## config.mk

```make
export PLATFORM = sky130hd
export DESIGN_NAME = sorted_insertion_table_top
export DESIGN_NICKNAME = d
export VERILOG_FILES = /design/src/hdl/sit_pkg.sv /design/src/hdl/sorted_insertion_table_top.sv /design/src/hdl/sit_cell.sv /design/src/hdl/sit_ctrl.sv
export SDC_FILE = /design/constraint.sdc
export NUM_CORES = 1
export LEC_CHECK = 0
export BUFFER_PORTS_ARGS = -buffer_cell sky130_fd_sc_hd__clkbuf_2
export CAP_MARGIN = 0
export CELL_PAD_IN_SITES_DETAIL_PLACEMENT = 0
export CELL_PAD_IN_SITES_GLOBAL_PLACEMENT = 1
export CORE_AREA = 2 2 304 306
export DETAILED_ROUTE_END_ITERATION = 10
export DIE_AREA = 0 0 306 308
export PLACE_DENSITY = 0.53
export SLEW_MARGIN = 20
export SYNTH_ARGS = -nofsm -noshare
export SYNTH_HDL_FRONTEND = slang
export SYNTH_SLANG_ARGS = --single-unit
export TNS_END_PERCENT = 5
```

## constraint.sdc

```tcl
create_clock -name clk_i -period 3.8 [get_ports clk_i]
set_input_delay 0.76 -clock clk_i [delete_from_list [all_inputs] [get_ports clk_i]]
set_output_delay 0.76 -clock clk_i [all_outputs]
set_load 0.03 [all_outputs]
```

## src/hdl/sit_pkg.sv

```systemverilog
// Package for the sorted insertion table.
// Holds request/response types, cell record and control types, and codes.
// No dependencies.
package sit_pkg;

  localparam int unsigned DepthDefault = 16;
  localparam int unsigned KeyW         = 10;
  localparam int unsigned SemW         = 4;
  localparam int unsigned TagW         = 8;
  localparam int unsigned CountW       = 5;

  typedef enum logic [0:0] {
    CMD_INSERT = 1'b0,
    CMD_LIST   = 1'b1
  } cmd_e;

  typedef enum logic [1:0] {
    ST_INSERTED = 2'd0,
    ST_FULL     = 2'd1,
    ST_LISTED   = 2'd2,
    ST_EMPTY    = 2'd3
  } status_e;

  typedef enum logic [0:0] {
    FSM_IDLE = 1'b0,
    FSM_LIST = 1'b1
  } state_e;

  typedef struct packed {
    cmd_e              command;
    logic [KeyW-1:0]   key;
    logic [SemW-1:0]   semester;
    logic [TagW-1:0]   record_tag;
  } req_t;

  typedef struct packed {
    status_e           status;
    logic [KeyW-1:0]   out_key;
    logic [SemW-1:0]   out_semester;
    logic [TagW-1:0]   out_tag;
    logic [CountW-1:0] entry_count;
    logic              last;
  } rsp_t;

  typedef struct packed {
    logic [KeyW-1:0] key;
    logic [SemW-1:0] semester;
    logic [TagW-1:0] tag;
  } rec_t;

  // Broadcast to every cell.
  typedef struct packed {
    logic ins;  // insert new record, shift lower entries down
    logic rot;  // rotate table up by one, head wraps to tail
  } cell_ctl_t;

endpackage

```

## src/hdl/sorted_insertion_table_top.sv

```systemverilog
// Sorted insertion table, top level: a chain of DEPTH record cells kept in
// descending key order, plus sit_ctrl for sequencing. Uses sit_pkg.
//
// Usage: on an insert request every cell compares the new key with its own in
// parallel and the cells at or below the insert point shift down by one, so
// equal keys go newest first. An insert into a full table leaves it unchanged
// and returns a full status. A list request streams the entries from cell 0,
// one per cycle while the output is not stalled, as the chain rotates up by
// one with each entry sent; the input is stalled while the list runs, the
// table is left as it was and the last entry carries last. Listing an empty
// table returns one empty status. The next request is taken in the cycle
// after the final response of the previous one is loaded, provided the
// response register is free or being drained; a stalled output holds the
// block.
module sorted_insertion_table_top #(
  parameter int unsigned DEPTH = sit_pkg::DepthDefault
) (
  input  logic          clk_i,
  input  logic          rst_ni,
  input  logic          in_valid_i,
  output logic          in_stall_o,
  input  sit_pkg::req_t in_req_i,
  output logic          out_valid_o,
  input  logic          out_stall_i,
  output sit_pkg::rsp_t out_rsp_o
);

  localparam int unsigned CW = $clog2(DEPTH + 1);

  sit_pkg::cell_ctl_t ctl;
  logic [CW-1:0]      count;
  sit_pkg::rec_t      recs [DEPTH];
  logic [DEPTH-1:0]   ge;
  sit_pkg::rec_t      new_rec;

  assign new_rec.key      = in_req_i.key;
  assign new_rec.semester = in_req_i.semester;
  assign new_rec.tag      = in_req_i.record_tag;

  sit_ctrl #(
    .DEPTH (DEPTH),
    .CW    (CW)
  ) u_ctrl (
    .clk_i       (clk_i),
    .rst_ni      (rst_ni),
    .in_valid_i  (in_valid_i),
    .in_stall_o  (in_stall_o),
    .in_req_i    (in_req_i),
    .out_valid_o (out_valid_o),
    .out_stall_i (out_stall_i),
    .out_rsp_o   (out_rsp_o),
    .head_rec_i  (recs[0]),
    .count_o     (count),
    .ctl_o       (ctl)
  );

  for (genvar i = 0; i < DEPTH; i++) begin : g_cell
    logic          valid;
    logic          tail;
    logic          prev_ge;
    sit_pkg::rec_t prev_rec;
    sit_pkg::rec_t next_rec;

    assign valid = (CW'(i) < count);
    assign tail  = ((CW+1)'(i + 1) == (CW+1)'(count));

    if (i == 0) begin : g_first
      assign prev_ge  = 1'b0;
      assign prev_rec = new_rec;
    end else begin : g_mid
      assign prev_ge  = ge[i-1];
      assign prev_rec = recs[i-1];
    end

    if (i == DEPTH - 1) begin : g_end
      assign next_rec = recs[0];
    end else begin : g_inner
      assign next_rec = recs[i+1];
    end

    sit_cell u_cell (
      .clk_i      (clk_i),
      .ctl_i      (ctl),
      .valid_i    (valid),
      .tail_i     (tail),
      .prev_ge_i  (prev_ge),
      .prev_rec_i (prev_rec),
      .next_rec_i (next_rec),
      .head_rec_i (recs[0]),
      .new_rec_i  (new_rec),
      .ge_o       (ge[i]),
      .rec_o      (recs[i])
    );
  end

endmodule

```

## src/hdl/sit_cell.sv

```systemverilog
// One table cell: holds a record, compares against the incoming key and
// takes data from a neighbor, the new record or the head. Uses sit_pkg.
module sit_cell (
  input  logic              clk_i,
  input  sit_pkg::cell_ctl_t ctl_i,
  input  logic              valid_i,
  input  logic              tail_i,
  input  logic              prev_ge_i,
  input  sit_pkg::rec_t     prev_rec_i,
  input  sit_pkg::rec_t     next_rec_i,
  input  sit_pkg::rec_t     head_rec_i,
  input  sit_pkg::rec_t     new_rec_i,
  output logic              ge_o,
  output sit_pkg::rec_t     rec_o
);

  sit_pkg::rec_t rec_q, rec_d;

  assign ge_o  = !valid_i || (new_rec_i.key >= rec_q.key);
  assign rec_o = rec_q;

  always_comb begin
    rec_d = rec_q;
    if (ctl_i.ins && ge_o) begin
      rec_d = prev_ge_i ? prev_rec_i : new_rec_i;
    end else if (ctl_i.rot && valid_i) begin
      rec_d = tail_i ? head_rec_i : next_rec_i;
    end
  end

  always_ff @(posedge clk_i) begin
    rec_q <= rec_d;
  end

endmodule

```

## src/hdl/sit_ctrl.sv

```systemverilog
// Control for the sorted insertion table: fill count, list sequencer,
// request handshake and response register. Uses sit_pkg.
module sit_ctrl #(
  parameter int unsigned DEPTH = sit_pkg::DepthDefault,
  parameter int unsigned CW    = $clog2(DEPTH + 1)
) (
  input  logic               clk_i,
  input  logic               rst_ni,
  input  logic               in_valid_i,
  output logic               in_stall_o,
  input  sit_pkg::req_t      in_req_i,
  output logic               out_valid_o,
  input  logic               out_stall_i,
  output sit_pkg::rsp_t      out_rsp_o,
  input  sit_pkg::rec_t      head_rec_i,
  output logic [CW-1:0]      count_o,
  output sit_pkg::cell_ctl_t ctl_o
);

  sit_pkg::state_e state_q, state_d;
  logic [CW-1:0]   count_q, count_d;
  logic [CW-1:0]   idx_q, idx_d;
  logic            out_valid_q, out_valid_d;
  sit_pkg::rsp_t   rsp_q, rsp_d;
  logic            load_ok;
  logic            acc;
  logic            full;
  logic [CW+4:0]   cnt_ext;
  logic [CW+4:0]   cnt_inc_ext;
  logic            is_last;

  assign load_ok     = !out_valid_q || !out_stall_i;
  assign in_stall_o  = (state_q != sit_pkg::FSM_IDLE) || !load_ok;
  assign acc         = in_valid_i && !in_stall_o;
  assign full        = (count_q == CW'(DEPTH));
  assign cnt_ext     = (CW+5)'(count_q);
  assign cnt_inc_ext = (CW+5)'(count_q) + (CW+5)'(1);
  assign is_last     = ((idx_q + CW'(1)) == count_q);

  assign out_valid_o = out_valid_q;
  assign out_rsp_o   = rsp_q;
  assign count_o     = count_q;

  always_comb begin
    state_d     = state_q;
    count_d     = count_q;
    idx_d       = idx_q;
    rsp_d       = rsp_q;
    out_valid_d = out_valid_q && out_stall_i;
    ctl_o       = '0;
    unique case (state_q)
      sit_pkg::FSM_IDLE: begin
        if (acc) begin
          rsp_d      = '0;
          rsp_d.last = 1'b1;
          if (in_req_i.command == sit_pkg::CMD_INSERT) begin
            out_valid_d = 1'b1;
            if (full) begin
              rsp_d.status      = sit_pkg::ST_FULL;
              rsp_d.entry_count = cnt_ext[4:0];
            end else begin
              ctl_o.ins         = 1'b1;
              count_d           = count_q + CW'(1);
              rsp_d.status      = sit_pkg::ST_INSERTED;
              rsp_d.entry_count = cnt_inc_ext[4:0];
            end
          end else if (count_q == '0) begin
            out_valid_d       = 1'b1;
            rsp_d.status      = sit_pkg::ST_EMPTY;
            rsp_d.entry_count = cnt_ext[4:0];
          end else begin
            state_d = sit_pkg::FSM_LIST;
            idx_d   = '0;
          end
        end
      end
      sit_pkg::FSM_LIST: begin
        if (load_ok) begin
          out_valid_d        = 1'b1;
          ctl_o.rot          = 1'b1;
          rsp_d.status       = sit_pkg::ST_LISTED;
          rsp_d.out_key      = head_rec_i.key;
          rsp_d.out_semester = head_rec_i.semester;
          rsp_d.out_tag      = head_rec_i.tag;
          rsp_d.entry_count  = cnt_ext[4:0];
          rsp_d.last         = is_last;
          idx_d              = idx_q + CW'(1);
          if (is_last) begin
            state_d = sit_pkg::FSM_IDLE;
          end
        end
      end
      default: state_d = sit_pkg::FSM_IDLE;
    endcase
  end

  always_ff @(posedge clk_i or negedge rst_ni) begin
    if (!rst_ni) begin
      state_q     <= sit_pkg::FSM_IDLE;
      count_q     <= '0;
      idx_q       <= '0;
      out_valid_q <= 1'b0;
    end else begin
      state_q     <= state_d;
      count_q     <= count_d;
      idx_q       <= idx_d;
      out_valid_q <= out_valid_d;
    end
  end

  always_ff @(posedge clk_i) begin
    rsp_q <= rsp_d;
  end

  a_count_bound: assert property (@(posedge clk_i) disable iff (!rst_ni)
    count_q <= CW'(DEPTH))
    else $error("fill count above depth");

  a_ctl_excl: assert property (@(posedge clk_i) disable iff (!rst_ni)
    !(ctl_o.ins && ctl_o.rot))
    else $error("insert and rotate together");

  a_list_stall: assert property (@(posedge clk_i) disable iff (!rst_ni)
    (state_q == sit_pkg::FSM_LIST) |-> in_stall_o)
    else $error("request taken during list");

  a_ins_count: assert property (@(posedge clk_i) disable iff (!rst_ni)
    (acc && in_req_i.command == sit_pkg::CMD_INSERT && !full)
      |=> (count_q == $past(count_q) + CW'(1)))
    else $error("insert did not bump count");

endmodule
```

# ---- Word level (Yosys, flattened, before mapping)
# Index checks and enable logic that the tools add are counted.
dict set report word_totals {
  in_bits 27
  wordCells 304
  regBits 394
}
dict set report classes {
  reduce_logical 93
  bitwise 3
  mux 93
  eq_ne 22
  magnitude_cmp 32
  add_sub_neg 3
}
# op n
set op_table {}
lappend op_table {{$mux W22} 62}
lappend op_table {{$ge A10 B10 Y1} 16}
lappend op_table {{$mux W30} 2}
lappend op_table {{$pmux W30 S2} 1}
lappend op_table {{$eq A4 B5 Y1 const A} 8}
lappend op_table {{$lt A4 B5 Y1 const A} 8}
lappend op_table {{$mux W5} 7}
lappend op_table {{$logic_and A1 B1 Y1} 34}
lappend op_table {{$reduce_bool A2 Y1} 16}
lappend op_table {{$eq A3 B5 Y1 const A} 4}
lappend op_table {{$logic_not A1 Y1} 20}
lappend op_table {{$lt A3 B5 Y1 const A} 4}
lappend op_table {{$logic_or A1 B1 Y1} 18}
lappend op_table {{$mux W1} 16}
lappend op_table {{$add A5 B1 Y5 const B} 3}
lappend op_table {{$eq A2 B5 Y1 const A} 2}
lappend op_table {{$lt A1 B5 Y1 const A} 2}
lappend op_table {{$lt A2 B5 Y1 const A} 2}
lappend op_table {{$pmux W5 S2} 1}
lappend op_table {{$ne A2 B2 Y1 const B} 4}
lappend op_table {{$reduce_and A4 Y1} 2}
lappend op_table {{$eq A1 B5 Y1 const A} 1}
lappend op_table {{$eq A5 B5 Y1} 1}
lappend op_table {{$eq A5 B5 Y1 const B} 1}
lappend op_table {{other kinds (6)} 11}

# ---- Longest topological paths before layout
dict set report logic_depth {
  ltp_word 11
  ltp_mapped 12
  mapped_depth_nobuf 8
}

# ---- By module
# Synthesis repeated with hierarchy kept, for this count alone.
dict set report hier_totals {
  cells_unflattened 4757
  hier_area_um2 42150.4
}
# mod area_each_um2 n_inst cells_each
set by_module_without_submodules {}
lappend by_module_without_submodules {{sit_cell at g_cell[0].u_cell ...} 2501.1 12 284}
lappend by_module_without_submodules {{sit_cell at g_cell[6].u_cell ...} 2462.4 4 284}
lappend by_module_without_submodules {sit_ctrl 2021.9 1 161}
lappend by_module_without_submodules {sorted_insertion_table_top 265.3 1 52}

# ---- Least setup slack after synthesis
# No wires, ideal clock.
dict set report synth_timing {
  path_kind {input-to-reg}
  start {input port in_req_i[12] in the netlist's numbering}
  end {register g_cell[6].u_cell.rec_q (netlist bit g_cell[6].u_cell.rec_o[0]), enable pin}
  cell_stages 12
  slack_ns -0.670
  t_arrival_ns 3.933
  n_path_buf 4
  setup_ns 0.537
  t_required_ns 3.263
  path_cell_list {clkbuf_1 -> clkbuf_1 -> inv_1 -> ha_1 -> nand2b_1 -> a21oi_1 -> o221ai_1 -> a2111oi_2 -> nand2b_1 -> buf_2 -> buf_2 -> o21ai_0}
}
dict set report synth_between {
  elab_chain_cells 4
}
# element line
set synth_lines {}
lappend synth_lines {{from (decl)} sorted_insertion_table_top.sv:22} ;# input sit_pkg::req_t in_req_i,
lappend synth_lines {{$ge A10 B10 Y1} sit_cell.sv:19} ;# assign ge_o = !valid_i || (new_rec_i.key >= rec_q.key);
lappend synth_lines {{$logic_or A1 B1 Y1} sit_cell.sv:19}
lappend synth_lines {{$logic_and A1 B1 Y1} sit_cell.sv:24} ;# if (ctl_i.ins && ge_o) begin
lappend synth_lines {{$reduce_bool A2 Y1 (no source line)} -}
lappend synth_lines {{to (signal assigned)} sit_cell.sv:32} ;# rec_q <= rec_d;
lappend synth_lines {{to (decl)} sit_cell.sv:17} ;# sit_pkg::rec_t rec_q, rec_d;
# Every way passes these cells.
# A chain may end at the register's enable or synchronous reset.

==> flow_summary.html <==
<table>
<tr><th>Metric</th><th>Value</th></tr>
<tr><th colspan="2">Outcome</th></tr>
<tr><td>Run status</td><td>completed</td></tr>
<tr><th colspan="2">CTS</th></tr>
<tr><td>TritonCTS clock tree</td><td>done</td></tr>
<tr><td>Clk root buf</td><td>clkbuf_16</td></tr>
<tr><td>Count of clock tree sinks</td><td>roughly 400</td></tr>
<tr><td>Number of buffers between clock root and the deepest sink</td><td>3</td></tr>
<tr><td>Total of hold buffers inserted after clock tree synthesis</td><td>0</td></tr>
<tr><td>CTS Buf Count</td><td>50</td></tr>
<tr><td>Number of buffers inserted to repair setup after CTS</td><td>0</td></tr>
<tr><td>Resize count post-CTS</td><td>0</td></tr>
<tr><td>Clock slew seen by the registers of the worst setup and hold paths</td><td>60 ps</td></tr>
<tr><td>Clock latency on the worst-skew pair</td><td>620 ps</td></tr>
<tr><td>H-Tree Depth</td><td>2</td></tr>
<tr><th colspan="2">GRT</th></tr>
<tr><td>Overall routing resource usage</td><td>17.9%</td></tr>
<tr><td>Wire length of the first global-routing pass</td><td>130 mm</td></tr>
<tr><td>Remaining global-route overflow</td><td>0</td></tr>
<tr><td>Number of global-route vias before repair</td><td>20800</td></tr>
<tr><td>Maximum number of pins on one net before global-route repair</td><td>46</td></tr>
<tr><td>Number of antenna violations at the first check in global routing</td><td>4</td></tr>
<tr><th colspan="2">Placed design</th></tr>
<tr><td>Number of buffers inserted by port buffering</td><td>58</td></tr>
<tr><td>Final RePlAce weighted congestion</td><td>0.811</td></tr>
<tr><td>HPWL after DPL</td><td>between 60 and 70 mm</td></tr>
<tr><td>Placed Instance Area</td><td>29300 µm²</td></tr>
<tr><td># placed instances</td><td>3623</td></tr>
<tr><th colspan="2">Yosys</th></tr>
<tr><td>Most common flop cell mapped by yosys</td><td>edfxtp_1</td></tr>
<tr><td>Yosys warnings</td><td>0</td></tr>
<tr><td>Count of different cell masters after synthesis</td><td>between 60 and 70</td></tr>
<tr><td>Gate count after technology mapping</td><td>2452</td></tr>
<tr><td>Cell Area, Synth</td><td>27000 µm²</td></tr>
<tr><td>Sequential fraction of the synthesis area</td><td>43.6%</td></tr>
<tr><td>Top cells by area in the synthesized netlist</td><td>edfxtp_1 (42%), mux2i_1 (23%), ha_1 (7.6%), o21ai_0 (3.2%), a21oi_1 (2.6%)</td></tr>
<tr><td>Yosys top cell area share</td><td>between 40% and 50%</td></tr>
<tr><td>Most frequent cells after synthesis</td><td>mux2i_1 (620), edfxtp_1 (382), o21ai_0 (175), ha_1 (164), inv_1 (151)</td></tr>
<tr><td>Register bit count reported by yosys</td><td>394</td></tr>
<tr><td>Post-synth ARST share</td><td>3.05%</td></tr>
<tr><td>Most frequent cell after synthesis</td><td>mux2i_1</td></tr>
<tr><td>Top cell type by total area after synthesis</td><td>edfxtp_1</td></tr>
<tr><td>Mean area per synthesized cell</td><td>approximately 11 µm²</td></tr>
<tr><td>Net count after synthesis</td><td>2643</td></tr>
<tr><td>Count of flip-flops with a built-in enable after synthesis</td><td>382</td></tr>
<tr><th colspan="2">Floorplan</th></tr>
<tr><td>Effective utilization at floorplan</td><td>29.7%</td></tr>
<tr><td>Core Box Area</td><td>91000 µm²</td></tr>
<tr><td>Top-Level Pins</td><td>between 50 and 60</td></tr>
<tr><td>Floorplan row count</td><td>111</td></tr>
<tr><td>Die outline height</td><td>308 µm</td></tr>
<tr><td>Horizontal die dimension</td><td>306 µm</td></tr>
<tr><td>Total die area</td><td>about 94000 µm²</td></tr>
<tr><th colspan="2">Timing</th></tr>
<tr><td>Final TNS setup</td><td>0 ps</td></tr>
<tr><td>Post-layout minimum cycle time</td><td>approximately 3200 ps</td></tr>
<tr><td>Max Clock Skew</td><td>~32 ps</td></tr>
<tr><td>Tightest Pin Transition</td><td>1080 ps</td></tr>
<tr><td>Count of endpoints failing hold in the final timing report</td><td>0</td></tr>
<tr><td>Fin Hold WS</td><td>around 57 ps</td></tr>
<tr><td>Upper clock frequency limit</td><td>0.313 GHz</td></tr>
<tr><td>Worst max-slew margin expressed relative to the limit</td><td>28.0%</td></tr>
<tr><td>Ratio of final minimum period to clock period</td><td>a little over four fifths</td></tr>
<tr><td>Final-report setup violation count</td><td>0</td></tr>
<tr><td>Fin. max-slew vios</td><td>0</td></tr>
<tr><td>Setup repair after global routing missed its margin</td><td>no</td></tr>
<tr><th colspan="2">Critical path</th></tr>
<tr><td>Critical path start-end classification</td><td>reg -&gt; reg</td></tr>
<tr><td>Required time worst endpoint</td><td>4160 ps</td></tr>
<tr><td>Critical Path Start Type</td><td>register</td></tr>
<tr><td>Top cell family by delay on the critical path</td><td>compound AO/OA/AOI/OAI gates</td></tr>
<tr><td>Crit path max fanout</td><td>31</td></tr>
<tr><td>Slowest cell on the critical path</td><td>a2111oi_2</td></tr>
<tr><td>Cells along the critical path</td><td>inv_1 &gt; ha_1 &gt; a21o_1 &gt; a31oi_1 &gt; o21ai_0 &gt; a2111oi_2 &gt; buf_4 &gt; buf_12 &gt; mux2i_1 &gt; mux2i_1</td></tr>
<tr><td>Top cell by count, worst path</td><td>mux2i_1</td></tr>
<tr><td>Count of buffering cells on the critical path with inverters included</td><td>3</td></tr>
<tr><td>Endpoint type of the worst setup path</td><td>register</td></tr>
<tr><td>Crit-path max cell delay</td><td>approximately 700 ps</td></tr>
<tr><td>Critical path arrival</td><td>3550 ps</td></tr>
<tr><th colspan="2">Min path</th></tr>
<tr><td>Worst min-delay path category</td><td>in -&gt; async</td></tr>
<tr><th colspan="2">Cells and area</th></tr>
<tr><td>Number of nets in the layout</td><td>about 2700</td></tr>
<tr><td>Fraction of layout instances using a drive strength above 1</td><td>15.6%</td></tr>
<tr><td>Final design instance area without fill</td><td>just over 30000 µm²</td></tr>
<tr><td>Post-route insts no fill</td><td>3718</td></tr>
<tr><td>Layout overhead on the synthesized area</td><td>14.7%</td></tr>
<tr><th colspan="2">Route</th></tr>
<tr><td>Residual DRC</td><td>0</td></tr>
<tr><td>First-pass detailed-route iteration total</td><td>7</td></tr>
<tr><td>Routed wire per std cell</td><td>23.0 µm</td></tr>
<tr><td>Vias after detailed routing</td><td>19600</td></tr>
<tr><td>Count of antenna-violating nets left after detailed routing</td><td>0</td></tr>
<tr><td>Detail-routed via count per cell</td><td>about 5.3</td></tr>
<tr><td>Starting DRC count in detailed routing</td><td>1397</td></tr>
<tr><td>Detailed Route WL</td><td>85.7 mm</td></tr>
<tr><th colspan="2">Power and ir drop</th></tr>
<tr><td>Pwr dens</td><td>530 nW/µm²</td></tr>
<tr><td>Leak</td><td>12.6 nW</td></tr>
<tr><td>Peak supply drop</td><td>0.340 mV</td></tr>
<tr><th colspan="2">Job</th></tr>
<tr><td>Max-Cap Viols</td><td>0</td></tr>
</table>
[flip-flops by register name, summed over array words and instances, names as in the netlist]
register / count
g_cell.u_cell.rec_o: 352
u_ctrl.out_rsp_o: 30
u_ctrl.count_o: 5
u_ctrl.idx_q: 5
u_ctrl.out_valid_o: 1
u_ctrl.state_q: 1
[metrics by stage]
| step | util (%) | power [mW] | setup slack (ps) |
|---|---|---|---|
| 2_1_floorplan | - | 9.75 | -363 |
| 3_3_place_gp | 32.2 | 11.6 | 189 |
| 3_5_place_dp | 32.2 | 11.7 | 186 |
| 4_1_cts | 34.0 | 16.6 | 673 |
| 5_1_grt | 34.0 | 17.3 | 379 |
| 6_report | 34.0 | 16.4 | 603 |
[layer usage]
layer | up-vias | GRT usage, % | wire length (µm)
met4 | 4 | 3.49 | 1320
li1 | 9256 | - | -
met5 | - | 0 | 24
met3 | 94 | 2.04 | 2760
met2 | 333 | 31.5 | 42300
met1 | 9900 | 23.7 | 39300
[cell type report]
class | instances | area (µm²)
Tap cell | 1186 | 1480
Timing Repair Buffer | 184 | 1540
Clock inverter | 33 | 327
Sequential cell | 394 | 11800
Antenna cell | 1 | 2.50
Fill cell | 9083 | 60000
Inverter | 159 | 597
Multi-Input combinational cell | 1700 | 13900
Clock buffer | 61 | 1310
[cell families after synthesis]
family | synth area share, %
xor+xnor | 0.292
buf+inv | 5.54
flops | 43.6
compound gates | 11.5
simple gates | 6.36
mux | 25.2
fa+ha+maj | 7.60
[worst paths after layout]
path                                                  from                    endpoint  cells after the start  slack (ps)
worst max-delay path            g_cell[9].u_cell.rec_o[14]  g_cell[10].u_cell.rec_o[8]                     10         600
worst max register to register  g_cell[9].u_cell.rec_o[14]  g_cell[10].u_cell.rec_o[8]                     10         600
max in group asynchronous                           rst_ni          u_ctrl.out_valid_o                      1        3490
worst min-delay path                                rst_ni             u_ctrl.idx_q[3]                      1          60
min in group clk_i                              in_valid_i          u_ctrl.out_valid_o                      3         420
worst min register to register             u_ctrl.idx_q[1]             u_ctrl.idx_q[1]                      2         520
[report_power, final]
group / switching (mW) / internal (mW)
Combinational: 3.07 / 2.00
Clock: 2.04 / 2.80
Sequential: 0.627 / 5.88
Total: 5.74 / 10.7
[placed cells by master, fill, tap and decap left out, types with 51 or more instances in the layout]
cell / count
o21ai_0: 167
inv_1: 150
nor2_1: 91
buf_4: 102
clkbuf_16: 51
mux2i_1: 620
ha_1: 164
mux2_2: 53
edfxtp_1: 382
nand2_1: 134
clkbuf_2: 58
a21oi_1: 142
Note: power is estimated with default switching activity, not from simulation.
